### src/hw/rtl/atrk_pkg.sv
`default_nettype none

package atrk_pkg;

  localparam int KIND_W = 2;
  localparam int ADDR_W = 32;
  localparam int SIZE_W = 31;
  localparam int LINE_W = 16;
  localparam int SUM_W  = 48;
  localparam int STAT_W = 2;

  // Request kind codes on the input port
  localparam logic [KIND_W-1:0] KIND_ALLOC  = 2'd0;
  localparam logic [KIND_W-1:0] KIND_FREE   = 2'd1;
  localparam logic [KIND_W-1:0] KIND_REPORT = 2'd2;

  localparam logic [SUM_W-1:0] SUM_MAX = '1;

  typedef enum logic [1:0] {
    OP_ALLOC,
    OP_FREE,
    OP_REPORT
  } op_t;

  typedef enum logic [STAT_W-1:0] {
    ST_OK        = 2'd0,
    ST_FULL      = 2'd1,
    ST_NULL      = 2'd2,
    ST_UNTRACKED = 2'd3
  } status_t;

  typedef enum logic [2:0] {
    BK_IDLE,
    BK_LOOKUP,
    BK_APPLY,
    BK_RPT_HEAD,
    BK_RPT_LIST
  } bk_state_t;

  // Classified request as it travels from front to back
  typedef struct packed {
    op_t               op;
    logic              addr_zero;
    logic [ADDR_W-1:0] addr;
    logic [SIZE_W-1:0] size;
    logic [LINE_W-1:0] line;
  } cmd_t;

endpackage

`default_nettype wire

### src/hw/rtl/atrk_front.sv
`default_nettype none

module atrk_front (
  input  logic                          clk,
  input  logic                          rst_n,
  input  logic                          start,
  output logic                          busy,
  input  logic [atrk_pkg::KIND_W-1:0]   in_kind,
  input  logic [atrk_pkg::ADDR_W-1:0]   in_block_address,
  input  logic [atrk_pkg::SIZE_W-1:0]   in_alloc_size,
  input  logic [atrk_pkg::LINE_W-1:0]   in_source_line,
  input  logic                          q_full,
  output logic                          q_push,
  output atrk_pkg::cmd_t                q_din
);
  import atrk_pkg::*;

  logic cmd_vld_r, cmd_vld_nxt;
  cmd_t cmd_r, cmd_nxt;
  logic take;
  logic kind_ok;
  op_t  op_dec;

  // Decode the request kind; the spare code is dropped
  always_comb begin
    case (in_kind)
      KIND_ALLOC: begin
        op_dec  = OP_ALLOC;
        kind_ok = 1'b1;
      end
      KIND_FREE: begin
        op_dec  = OP_FREE;
        kind_ok = 1'b1;
      end
      KIND_REPORT: begin
        op_dec  = OP_REPORT;
        kind_ok = 1'b1;
      end
      default: begin
        op_dec  = OP_ALLOC;
        kind_ok = 1'b0;
      end
    endcase
  end

  // Hold one request; stall only while it cannot move into the queue
  assign busy   = cmd_vld_r && q_full;
  assign take   = start && !busy;
  assign q_push = cmd_vld_r && !q_full;
  assign q_din  = cmd_r;

  always_comb begin
    cmd_nxt = cmd_r;
    if (take) begin
      cmd_vld_nxt = kind_ok;
    end else if (q_push) begin
      cmd_vld_nxt = 1'b0;
    end else begin
      cmd_vld_nxt = cmd_vld_r;
    end
    if (take && kind_ok) begin
      cmd_nxt.op        = op_dec;
      cmd_nxt.addr_zero = (in_block_address == '0);
      cmd_nxt.addr      = in_block_address;
      cmd_nxt.size      = in_alloc_size;
      cmd_nxt.line      = in_source_line;
    end
  end

  always_ff @(posedge clk) begin
    if (!rst_n) begin
      cmd_vld_r <= 1'b0;
    end else begin
      cmd_vld_r <= cmd_vld_nxt;
    end
  end

  always_ff @(posedge clk) begin
    cmd_r <= cmd_nxt;
  end

endmodule

`default_nettype wire

### src/hw/rtl/atrk_cmd_fifo.sv
`default_nettype none

module atrk_cmd_fifo (
  input  logic           clk,
  input  logic           rst_n,
  input  logic           push,
  input  atrk_pkg::cmd_t din,
  output logic           full,
  input  logic           pop,
  output atrk_pkg::cmd_t dout,
  output logic           empty
);
  import atrk_pkg::*;

  cmd_t       mem_r [2];
  logic       wr_ptr_r, wr_ptr_nxt;
  logic       rd_ptr_r, rd_ptr_nxt;
  logic [1:0] cnt_r, cnt_nxt;
  logic       do_push, do_pop;

  assign full    = (cnt_r == 2'd2);
  assign empty   = (cnt_r == 2'd0);
  assign do_push = push && !full;
  assign do_pop  = pop && !empty;
  assign dout    = mem_r[rd_ptr_r];

  // Advance pointers and occupancy
  always_comb begin
    wr_ptr_nxt = do_push ? ~wr_ptr_r : wr_ptr_r;
    rd_ptr_nxt = do_pop ? ~rd_ptr_r : rd_ptr_r;
    cnt_nxt    = cnt_r;
    if (do_push && !do_pop) begin
      cnt_nxt = cnt_r + 2'd1;
    end else if (do_pop && !do_push) begin
      cnt_nxt = cnt_r - 2'd1;
    end
  end

  always_ff @(posedge clk) begin
    if (!rst_n) begin
      wr_ptr_r <= 1'b0;
      rd_ptr_r <= 1'b0;
      cnt_r    <= 2'd0;
    end else begin
      wr_ptr_r <= wr_ptr_nxt;
      rd_ptr_r <= rd_ptr_nxt;
      cnt_r    <= cnt_nxt;
    end
  end

  // Store the pushed request
  always_ff @(posedge clk) begin
    if (do_push) begin
      mem_r[wr_ptr_r] <= din;
    end
  end

endmodule

`default_nettype wire

### src/hw/rtl/atrk_back.sv
`default_nettype none

module atrk_back #(
  parameter int TABLE_DEPTH = 16
) (
  input  logic                          clk,
  input  logic                          rst_n,
  input  logic                          q_empty,
  input  atrk_pkg::cmd_t                q_dout,
  output logic                          q_pop,
  output logic                          out_valid,
  output logic [atrk_pkg::STAT_W-1:0]   out_status,
  output logic                          out_leak_detected,
  output logic [atrk_pkg::SUM_W-1:0]    out_allocated_total,
  output logic [atrk_pkg::SUM_W-1:0]    out_freed_total,
  output logic                          out_entry_valid,
  output logic [atrk_pkg::LINE_W-1:0]   out_leak_line,
  output logic                          out_last
);
  import atrk_pkg::*;

  localparam int IDX_W = (TABLE_DEPTH > 1) ? $clog2(TABLE_DEPTH) : 1;

  // Slot table
  logic [ADDR_W-1:0] slot_addr_r [TABLE_DEPTH];
  logic [SIZE_W-1:0] slot_size_r [TABLE_DEPTH];
  logic [LINE_W-1:0] slot_line_r [TABLE_DEPTH];
  logic              slot_we;

  bk_state_t              state_r, state_nxt;
  cmd_t                   cur_r, cur_nxt;
  logic [TABLE_DEPTH-1:0] occ_r, occ_nxt;
  logic [TABLE_DEPTH-1:0] rem_r, rem_nxt;
  logic [SUM_W-1:0]       asum_r, asum_nxt;
  logic [SUM_W-1:0]       fsum_r, fsum_nxt;
  logic [IDX_W-1:0]       idx_r, idx_nxt;
  logic                   hit_r, hit_nxt;
  logic                   leak_r, leak_nxt;

  logic [TABLE_DEPTH-1:0] match;
  logic [IDX_W-1:0]       empty_idx, match_idx, pick_idx;
  logic                   leak_now;

  logic                   emit;
  status_t                e_status;
  logic                   e_leak, e_entry, e_last;
  logic [LINE_W-1:0]      e_line;

  logic                   out_valid_r;
  status_t                out_status_r;
  logic                   out_leak_r, out_entry_r, out_last_r;
  logic [SUM_W-1:0]       out_asum_r, out_fsum_r;
  logic [LINE_W-1:0]      out_line_r;

  function automatic logic [SUM_W-1:0] sat_add(input logic [SUM_W-1:0] total,
                                               input logic [SIZE_W-1:0] amount);
    logic [SUM_W:0] s;
    s = {1'b0, total} + (SUM_W + 1)'(amount);
    return s[SUM_W] ? SUM_MAX : s[SUM_W-1:0];
  endfunction

  // Compare the request address against every occupied slot
  always_comb begin
    for (int i = 0; i < TABLE_DEPTH; i++) begin
      match[i] = occ_r[i] && (slot_addr_r[i] == cur_r.addr);
    end
  end

  // Pick the lowest empty slot, lowest match and lowest remaining entry
  always_comb begin
    empty_idx = '0;
    match_idx = '0;
    pick_idx  = '0;
    for (int i = TABLE_DEPTH - 1; i >= 0; i--) begin
      if (!occ_r[i]) empty_idx = IDX_W'(i);
      if (match[i])  match_idx = IDX_W'(i);
      if (rem_r[i])  pick_idx  = IDX_W'(i);
    end
  end

  assign leak_now = (asum_r != fsum_r);

  // Sequence each request and form its results
  always_comb begin
    state_nxt = state_r;
    cur_nxt   = cur_r;
    occ_nxt   = occ_r;
    rem_nxt   = rem_r;
    asum_nxt  = asum_r;
    fsum_nxt  = fsum_r;
    idx_nxt   = idx_r;
    hit_nxt   = hit_r;
    leak_nxt  = leak_r;
    q_pop     = 1'b0;
    slot_we   = 1'b0;
    emit      = 1'b0;
    e_status  = ST_OK;
    e_leak    = 1'b0;
    e_entry   = 1'b0;
    e_line    = '0;
    e_last    = 1'b1;
    case (state_r)
      BK_IDLE: begin
        if (!q_empty) begin
          q_pop     = 1'b1;
          cur_nxt   = q_dout;
          state_nxt = (q_dout.op == OP_REPORT) ? BK_RPT_HEAD : BK_LOOKUP;
        end
      end
      BK_LOOKUP: begin
        if (cur_r.op == OP_ALLOC) begin
          hit_nxt = |(~occ_r);
          idx_nxt = empty_idx;
        end else begin
          hit_nxt = !cur_r.addr_zero && (|match);
          idx_nxt = match_idx;
        end
        state_nxt = BK_APPLY;
      end
      BK_APPLY: begin
        emit = 1'b1;
        if (cur_r.op == OP_ALLOC) begin
          if (hit_r) begin
            slot_we = 1'b1;
            if (!cur_r.addr_zero) begin
              occ_nxt[idx_r] = 1'b1;
            end
            asum_nxt = sat_add(asum_r, cur_r.size);
          end else begin
            e_status = ST_FULL;
          end
        end else if (cur_r.addr_zero) begin
          e_status = ST_NULL;
        end else if (hit_r) begin
          fsum_nxt       = sat_add(fsum_r, slot_size_r[idx_r]);
          occ_nxt[idx_r] = 1'b0;
        end else begin
          e_status = ST_UNTRACKED;
        end
        state_nxt = BK_IDLE;
      end
      BK_RPT_HEAD: begin
        emit      = 1'b1;
        e_leak    = leak_now;
        leak_nxt  = leak_now;
        rem_nxt   = leak_now ? occ_r : '0;
        e_last    = (rem_nxt == '0);
        state_nxt = e_last ? BK_IDLE : BK_RPT_LIST;
      end
      BK_RPT_LIST: begin
        emit    = 1'b1;
        e_leak  = leak_r;
        e_entry = 1'b1;
        e_line  = slot_line_r[pick_idx];
        rem_nxt = rem_r & (rem_r - 1'b1);
        e_last  = (rem_nxt == '0);
        if (e_last) begin
          state_nxt = BK_IDLE;
        end
      end
      default: begin
        state_nxt = BK_IDLE;
      end
    endcase
  end

  always_ff @(posedge clk) begin
    if (!rst_n) begin
      state_r <= BK_IDLE;
      occ_r   <= '0;
      rem_r   <= '0;
      asum_r  <= '0;
      fsum_r  <= '0;
    end else begin
      state_r <= state_nxt;
      occ_r   <= occ_nxt;
      rem_r   <= rem_nxt;
      asum_r  <= asum_nxt;
      fsum_r  <= fsum_nxt;
    end
  end

  always_ff @(posedge clk) begin
    cur_r  <= cur_nxt;
    idx_r  <= idx_nxt;
    hit_r  <= hit_nxt;
    leak_r <= leak_nxt;
  end

  // Record an allocation in its slot
  always_ff @(posedge clk) begin
    if (slot_we) begin
      slot_addr_r[idx_r] <= cur_r.addr;
      slot_size_r[idx_r] <= cur_r.size;
      slot_line_r[idx_r] <= cur_r.line;
    end
  end

  // Register the result strobe and fields
  always_ff @(posedge clk) begin
    if (!rst_n) begin
      out_valid_r <= 1'b0;
    end else begin
      out_valid_r <= emit;
    end
  end

  always_ff @(posedge clk) begin
    if (emit) begin
      out_status_r <= e_status;
      out_leak_r   <= e_leak;
      out_asum_r   <= asum_nxt;
      out_fsum_r   <= fsum_nxt;
      out_entry_r  <= e_entry;
      out_line_r   <= e_line;
      out_last_r   <= e_last;
    end
  end

  assign out_valid           = out_valid_r;
  assign out_status          = out_status_r;
  assign out_leak_detected   = out_leak_r;
  assign out_allocated_total = out_asum_r;
  assign out_freed_total     = out_fsum_r;
  assign out_entry_valid     = out_entry_r;
  assign out_leak_line       = out_line_r;
  assign out_last            = out_last_r;

endmodule

`default_nettype wire

### src/hw/rtl/allocation_tracking_table.sv
`default_nettype none

// Allocation tracking table. A request is taken on a clock edge with start high and busy
// low; the front stage classifies it and hands it through a two-entry queue to the
// executing back end, so busy rises only when the front register and the queue are both
// full. Allocate and free pass through dequeue, parallel slot match and update in the
// back end and yield one result; report passes through dequeue and a head result, then
// lists one result for each occupied slot, so it yields 1 + n results on consecutive
// cycles, n being the occupied slots when the totals differ. Each result shows on the
// out_ ports for exactly one cycle with out_valid high and cannot be held off, so the
// receiver must take it on that edge. out_last marks the final result of each request.
// Reset empties the table and clears both totals at once.
module allocation_tracking_table #(
  parameter int TABLE_DEPTH = 16
) (
  input  logic                          clk,
  input  logic                          rst_n,
  input  logic                          start,
  output logic                          busy,
  input  logic [atrk_pkg::KIND_W-1:0]   in_kind,
  input  logic [atrk_pkg::ADDR_W-1:0]   in_block_address,
  input  logic [atrk_pkg::SIZE_W-1:0]   in_alloc_size,
  input  logic [atrk_pkg::LINE_W-1:0]   in_source_line,
  output logic                          out_valid,
  output logic [atrk_pkg::STAT_W-1:0]   out_status,
  output logic                          out_leak_detected,
  output logic [atrk_pkg::SUM_W-1:0]    out_allocated_total,
  output logic [atrk_pkg::SUM_W-1:0]    out_freed_total,
  output logic                          out_entry_valid,
  output logic [atrk_pkg::LINE_W-1:0]   out_leak_line,
  output logic                          out_last
);
  import atrk_pkg::*;

  logic q_push, q_full, q_pop, q_empty;
  cmd_t q_din, q_dout;

  // Accept and classify requests
  atrk_front u_front (
    .clk              (clk),
    .rst_n            (rst_n),
    .start            (start),
    .busy             (busy),
    .in_kind          (in_kind),
    .in_block_address (in_block_address),
    .in_alloc_size    (in_alloc_size),
    .in_source_line   (in_source_line),
    .q_full           (q_full),
    .q_push           (q_push),
    .q_din            (q_din)
  );

  // Decouple front and back
  atrk_cmd_fifo u_fifo (
    .clk   (clk),
    .rst_n (rst_n),
    .push  (q_push),
    .din   (q_din),
    .full  (q_full),
    .pop   (q_pop),
    .dout  (q_dout),
    .empty (q_empty)
  );

  // Execute requests against the table
  atrk_back #(
    .TABLE_DEPTH (TABLE_DEPTH)
  ) u_back (
    .clk                 (clk),
    .rst_n               (rst_n),
    .q_empty             (q_empty),
    .q_dout              (q_dout),
    .q_pop               (q_pop),
    .out_valid           (out_valid),
    .out_status          (out_status),
    .out_leak_detected   (out_leak_detected),
    .out_allocated_total (out_allocated_total),
    .out_freed_total     (out_freed_total),
    .out_entry_valid     (out_entry_valid),
    .out_leak_line       (out_leak_line),
    .out_last            (out_last)
  );

endmodule

`default_nettype wire

### config.mk
export PLATFORM = sky130hd
export DESIGN_NAME = allocation_tracking_table
export DESIGN_NICKNAME = d
export VERILOG_FILES = /design/src/hw/rtl/atrk_pkg.sv /design/src/hw/rtl/atrk_front.sv /design/src/hw/rtl/atrk_cmd_fifo.sv /design/src/hw/rtl/atrk_back.sv /design/src/hw/rtl/allocation_tracking_table.sv
export SDC_FILE = /design/constraint.sdc
export NUM_CORES = 2
export LEC_CHECK = 0
export ABC_CLOCK_PERIOD_IN_PS = 9250
export BUFFER_PORTS_ARGS = -buffer_cell sky130_fd_sc_hd__clkbuf_2
export CORE_UTILIZATION = 35
export CTS_CLUSTER_SIZE = 24
export DETAILED_ROUTE_END_ITERATION = 6
export HOLD_SLACK_MARGIN = 0.08
export SLEW_MARGIN = 20
export SYNTH_ARGS = -nofsm -noshare
export SYNTH_HDL_FRONTEND = slang
export SYNTH_SLANG_ARGS = --single-unit
### constraint.sdc
create_clock -name clk -period 9.25 [get_ports clk]
set_clock_uncertainty 0.1 [all_clocks]
set_input_delay 0.4625 -clock clk [delete_from_list [all_inputs] [get_ports clk]]
set_output_delay 0.4625 -clock clk [all_outputs]
set_load 0.01 [all_outputs]
### Word-level counts from Yosys, hierarchy flattened

Memories as Yosys holds them, arrays and structs flattened. A register that Yosys moved wholly into a read port is not among the register bits.
Cells that the tools add are included.

* memories: 4
* input bits: 84
* memory bits (writable): 1428
* flip-flop bits (word level): 408

* magnitude comparators: 2
* bitwise operators: 9
* $add $sub $neg: 5
* multiplexer cells: 99
* equality and inequality tests: 27
* reductions and logical operators: 50

Memory list
* u_back.slot_addr_r: depth 16, width 32, read ports 16, clocked after Yosys merged registers in 0, wr ports 1, RTL line atrk_back.sv:25 `logic [ADDR_W-1:0] slot_addr_r [TABLE_DEPTH];`
* u_back.slot_size_r: depth 16, width 31, read ports 1, clocked after Yosys merged registers in 1, wr ports 1, RTL line atrk_back.sv:26 `logic [SIZE_W-1:0] slot_size_r [TABLE_DEPTH];`
* u_back.slot_line_r: depth 16, width 16, read ports 1, clocked after Yosys merged registers in 1, wr ports 1, RTL line atrk_back.sv:27 `logic [LINE_W-1:0] slot_line_r [TABLE_DEPTH];`
* u_fifo.mem_r: depth 2, width 82, read ports 1, clocked after Yosys merged registers in 1, wr ports 1, RTL line atrk_cmd_fifo.sv:15 `cmd_t mem_r [2];`

Operator list (number)
* equality test 32 bit: 16
* 2-to-1 mux 48 bit: 9
* 2-to-1 mux 4 bit: 50
* adder 48 x 31 -> 49 bit: 2
* 2-to-1 mux 16 bit: 6
* != test 48 bit: 1
* AND 16 bit: 2
* logical NOT 16 bit: 2
* logical NOT 32 bit: 1
* inverter 16 bit: 2
* one-hot mux 16 bit (2 select lines): 1
* OR reduction 16 bit: 2
* logical AND 1 bit: 26
* 2-to-1 mux 1 bit: 19
* bitwise OR 16 bit: 1
* subtractor 16 x 1 -> 16 bit (second input constant): 1
* 2-to-1 mux 2 bit: 6
* one-hot mux 3 bit (4 select lines): 1
* 2-to-1 mux 3 bit: 3
* logical NOT 1 bit: 7
* equality test 2 bit (second input constant): 3
* equality test 3 x 2 -> 1 bit (second input constant): 2
* logical NOT 2 bit: 3
* nonzero test 2 bit: 3
* 17 further kinds: 23

### Logic depth before layout (Yosys ltp)

An unclocked memory read counts as a cell.

* depth after elaboration: 21
* depth in mapped cells: 17
* depth with buffers taken out: 12

### Hierarchy

Synthesis repeated with hierarchy kept, for this count alone.

* cell total of the unflattened synthesis: 4656
* area total of the unflattened synthesis: 76497.1 sq um

By module, submodules not included
* atrk_back: seq. area each 46834.9 sq um, cells an instance 4273, times used 1, area an instance 67750.0 sq um
* atrk_cmd_fifo: seq. area each 5024.8 sq um, cells an instance 280, times used 1, area an instance 6147.1 sq um
* atrk_front: seq. area each 2482.4 sq um, cells an instance 103, times used 1, area an instance 2600.0 sq um

### Least setup slack after synthesis

Ideal clock, no wire load.

* kind: register -> register
* start point: reg u_back.state_r[2]
* end point: reg u_fifo.cnt_r[1]
* data arrival time: 10.107 ns
* cell stages (with the launch flop): 8
* clock period less this slack: 10.277 ns
* path slack: -1.027 ns
* path buffers: 1
* cells stage by stage: dfxtp_1 > clkbuf_1 > nor4_1 > inv_1 > ha_1 > xor2_1 > or3_1 > a21oi_1

* word-level cells in the longest chain between the ends: 6
* elaborated cells between the ends (all ways): 8

RTL lines
* start, declared: RTL line atrk_back.sv:30 `bk_state_t state_r, state_nxt;`
* start signal, assigned: RTL line atrk_back.sv:175 `state_r <= state_nxt;`
* logical NOT 3 bit (*): RTL line atrk_back.sv:102 `case (state_r)`
* 2-to-1 mux 1 bit (*): RTL line atrk_back.sv:102
* named net q_pop: RTL line allocation_tracking_table.sv:35 `logic q_push, q_full, q_pop, q_empty;`
* logical AND 1 bit (*): RTL line atrk_cmd_fifo.sv:24 `assign do_pop = pop && !empty;`
* logical NOT 1 bit: RTL line atrk_cmd_fifo.sv:32 `if (do_push && !do_pop) begin`
* logical AND 1 bit: RTL line atrk_cmd_fifo.sv:32
* 2-to-1 mux 2 bit / nonzero test 2 bit (equally long branches)
* end signal, assigned: RTL line atrk_cmd_fifo.sv:47 `cnt_r <= cnt_nxt;`
* end, declared: RTL line atrk_cmd_fifo.sv:18 `logic [1:0] cnt_r, cnt_nxt;`

Mark *: on every way through the listed nets, which the timed path passes. The rest lies on a longest branch.
A chain may end at the register's enable or synchronous reset.

==> impl_metrics.tcl <==
set metrics [dict create \
    status "finished, final reports clean" \
    clkLatencyLatePin_ns 0.84 \
    crit_fanout 90 \
    path_cells "buf_12, mux4_2, mux4_2, ha_1, nand2_1, o41ai_1, nand3_1, nand2b_1, o21ai_2, a21oi_2, a21o_1, buf_4, o22a_1" \
    path_class "register to register" \
    holdPathStages 2 \
    die_h_microns 471.2 \
    cts-root-buf "clkbuf_16" \
    fin_hold_ws_ns 0.2377 \
    rows 171 \
    rsz0062_at_grt "no" \
    cp_slowest_stage_delay_ns 0.81 \
    final_nets 5158 \
    grt_max_degree 91 \
    grt_overflow 0 \
    intPower_w 0.01639 \
    p_comb_frac 0.220 \
    startpoint_type "register" \
    r2r_setup_slack_ns 2.96 \
    clock-sinks 1857 \
    synth_area_sq_mm 0.07707 \
    crit_path_end_kind "register" \
    post-route-drc-count 0 \
    cts_tree "done" \
    synth_top_cell_area_share 0.6682 \
    wl_per_cell_microns 24.14 \
    pwr-share-clk 0.315 \
    switching_power_w 0.007300 \
    syn_nets 4808 \
    num_io_pins 203 \
    vdd_ir_drop_max_mv 0.2123 \
    hold_path.startpoint "in_source_line[6]" \
    power_density_mw_per_mm2 267.8 \
    grt_use_total 0.1721 \
    clk_pin_slew_ns 0.06 \
    relSlewSlack 0.2532 \
    holdBufCountCts 84 \
    yosysWarnings 0 \
    core_sq_mm 0.2180 \
    cts_resized 0 \
    cts_setup_buffers 0 \
    mostFrequentLayoutCells "edfxtp_1 (1,715), xor2_1 (384), xnor2_1 (231)" \
    die-area_sq_mm 0.2221 \
    gp_congestion 0.8854 \
    clock_path_buffers 3 \
    wirelength_mm 193.7 \
    grt_pass1_vias 43040 \
    synth_cell_types 94 \
    htreeDepth 4 \
    synth-edff-count 1715 \
    viasPerCell 5.367 \
    cpMostUsedCell "mux4_2" \
    hold_viol 0 \
    synth_top_cells_by_area "edfxtp_1 (67%), mux4_2 (5.9%), xor2_1 (4.4%), dfxtp_1 (3.7%), xnor2_1 (2.6%)" \
    layout_commonest_cell "edfxtp_1" \
    antenna_cells 0 \
    yosysSeqAreaShare 0.7051 \
    synthCells 4659 \
    min_delay_worst_endpoint "u_front.q_din[6]" \
    start_util 0.3535 \
    min_period_ns 6.294 \
    firstDrtPassIters 6 \
    drv_cap 0 \
    grt_pass1_wl_mm 285.4 \
    synth_ff_type "edfxtp_1" \
    numCtsBuffers 185 \
    n_fill_cell 19500 \
    p_sw_frac 0.3081 \
    synthArstFlopShare 0 \
    num_vias 43080 \
    holdCritPathClass "primary input to register" \
    p_leak_nw 28.50 \
    crit_arrival_ns 6.85 \
    drive_gt1_frac 0.1891 \
    finalSetupTns_ns 0 \
    cp_data_required_time_ns 9.81 \
    dp.final_hpwl_mm 115.2 \
    drtAntennaViolNets 0 \
    portBuffers 202 \
    final_max_slew_viol_count 0 \
    drt-initial-drc-count 4070 \
    reg2reg_to "u_back.out_freed_total[0]" \
    timing.fmax_ghz 0.1589 \
    seq_power_share 0.466 \
    syn-mean-instance-area_sq_um 16.54 \
    fin_crit_sh 0.6804 \
    reg2reg_depth 13 \
    antenna_found_initial 8 \
    setup_viol 0 \
    worst_pin_slew_ns 1.111 \
    ys_ff_latch 1857 \
    cp_slowest_cell "dfxtp_4" \
    yosys.area.top_type "edfxtp_1" \
    dieWidth_microns 471.2 \
    area_growth_pct 14.80 \
]
-- cell families (layout without fill, tap and decap cells) --
group / Yosys count / count (layout) / share of synthesized area
mux: 323 / 323 / 0.07642
xor+xnor: 615 / 615 / 0.06989
fa+ha+maj: 67 / 67 / 0.01101
simple gates: 985 / 985 / 0.06893
compound gates: 552 / 552 / 0.05286
buf+inv: 260 / 773 / 0.01576
flops: 1857 / 1857 / 0.7051
-- routing by layer --
| metal | vias to the layer above | share of wire | track usage |
|---|---|---|---|
| met5 | - | 0.000067 | 0 |
| met4 | 2 | 0.027 | 0.05084 |
| met3 | 315 | 0.055 | 0.02248 |
| met2 | 1496 | 0.47 | 0.2781 |
| met1 | 22110 | 0.45 | 0.2418 |
| li1 | 19160 | - | - |
-- registers in the layout, summed over array words and instances (netlist names), 4 cells and up, named ones only --
signal,count
u_back.asum_r,48
u_back.out_freed_total,48
u_fifo.mem_r,164
u_back.out_leak_line,16
u_back.slot_size_r,496
u_back.cur_r,82
u_front.q_din,82
u_back.fsum_r,48
u_back.slot_addr_r,512
u_back.slot_line_r,256
u_back.idx_r,4
u_back.out_allocated_total,48
u_back.rem_r,16
-- power groups by stage --
stage | combinational (W) | clock (W) | sequential, W
floorplan | 0.00352 | 0 | 0.0110
global placement | 0.00515 | 0 | 0.0112
global route | 0.00561 | 0.00794 | 0.0111
finish | 0.00520 | 0.00746 | 0.0110
detailed placement | 0.00520 | 0 | 0.0112
CTS | 0.00524 | 0.00760 | 0.0110
-- synth_stat cells, types with 52 or more instances --
master,number
ha_1,63
xor2_1,384
o21ai_0,52
dfxtp_1,142
nand2_1,195
nand4_1,110
clkbuf_1,109
mux4_2,203
nor4_1,179
edfxtp_1,1715
a21oi_1,132
nor3_1,64
xnor2_1,231
nor2_1,148
mux2_2,84
nand3_1,87
-- metrics by stage --
stage,setup WS [ns],std cells,instance area [sq um],total power [W],utilization
3_5_place_dp,2.980,7592,81560,0.01641,0.3741
3_3_place_gp,3.109,7592,81560,0.01632,0.3741
4_1_cts,2.911,8026,88470,0.02388,0.4058
2_1_floorplan,1.309,4659,77070,0.01453,-
6_report,2.956,8026,88470,0.02369,0.4058
5_1_grt,2.537,8026,88470,0.02465,0.4058
-- worst max-delay path, delay by kind of cell, from the launching register on --
family / cells / cell delay (ns)
AO/OA/AOI/OAI: 5 / 2.00
adder cells (fa/ha/maj): 1 / 0.43
buffers and inverters: 2 / 1.05
multiplexers: 2 / 1.11
AND/OR/NAND/NOR: 3 / 0.54
flip-flops: 1 / 0.81
-- how the worst max path moves through the flow --
stage / startpoint / to / slack [ns] / cells after the start
finish: register / u_back.out_freed_total[0] / 2.96 / 13
global route: register / u_back.out_freed_total[0] / 2.54 / 13
CTS: register / u_back.out_freed_total[7] / 2.91 / 13
detailed placement: register / u_back.out_freed_total[0] / 2.98 / 13
global placement: register / u_back.out_freed_total[1] / 3.11 / 13
floorplan: u_back.cur_r[81] / u_back.slot_addr_r[8][0] / 1.31 / 7
-- layout make-up --
class / count / area [sq um] / area share
clock buffers: 228 / 4831 / 0.05460
well taps: 2854 / 3571 / 0.04036
flip-flops and latches: 1857 / 54360 / 0.6144
multi-input cells: 2542 / 21720 / 0.2455
clock inverters: 122 / 1244 / 0.01406
inverters: 38 / 142.6 / 0.001612
repair buffers: 385 / 2611 / 0.02951
Power figures use the tool's default switching activity.
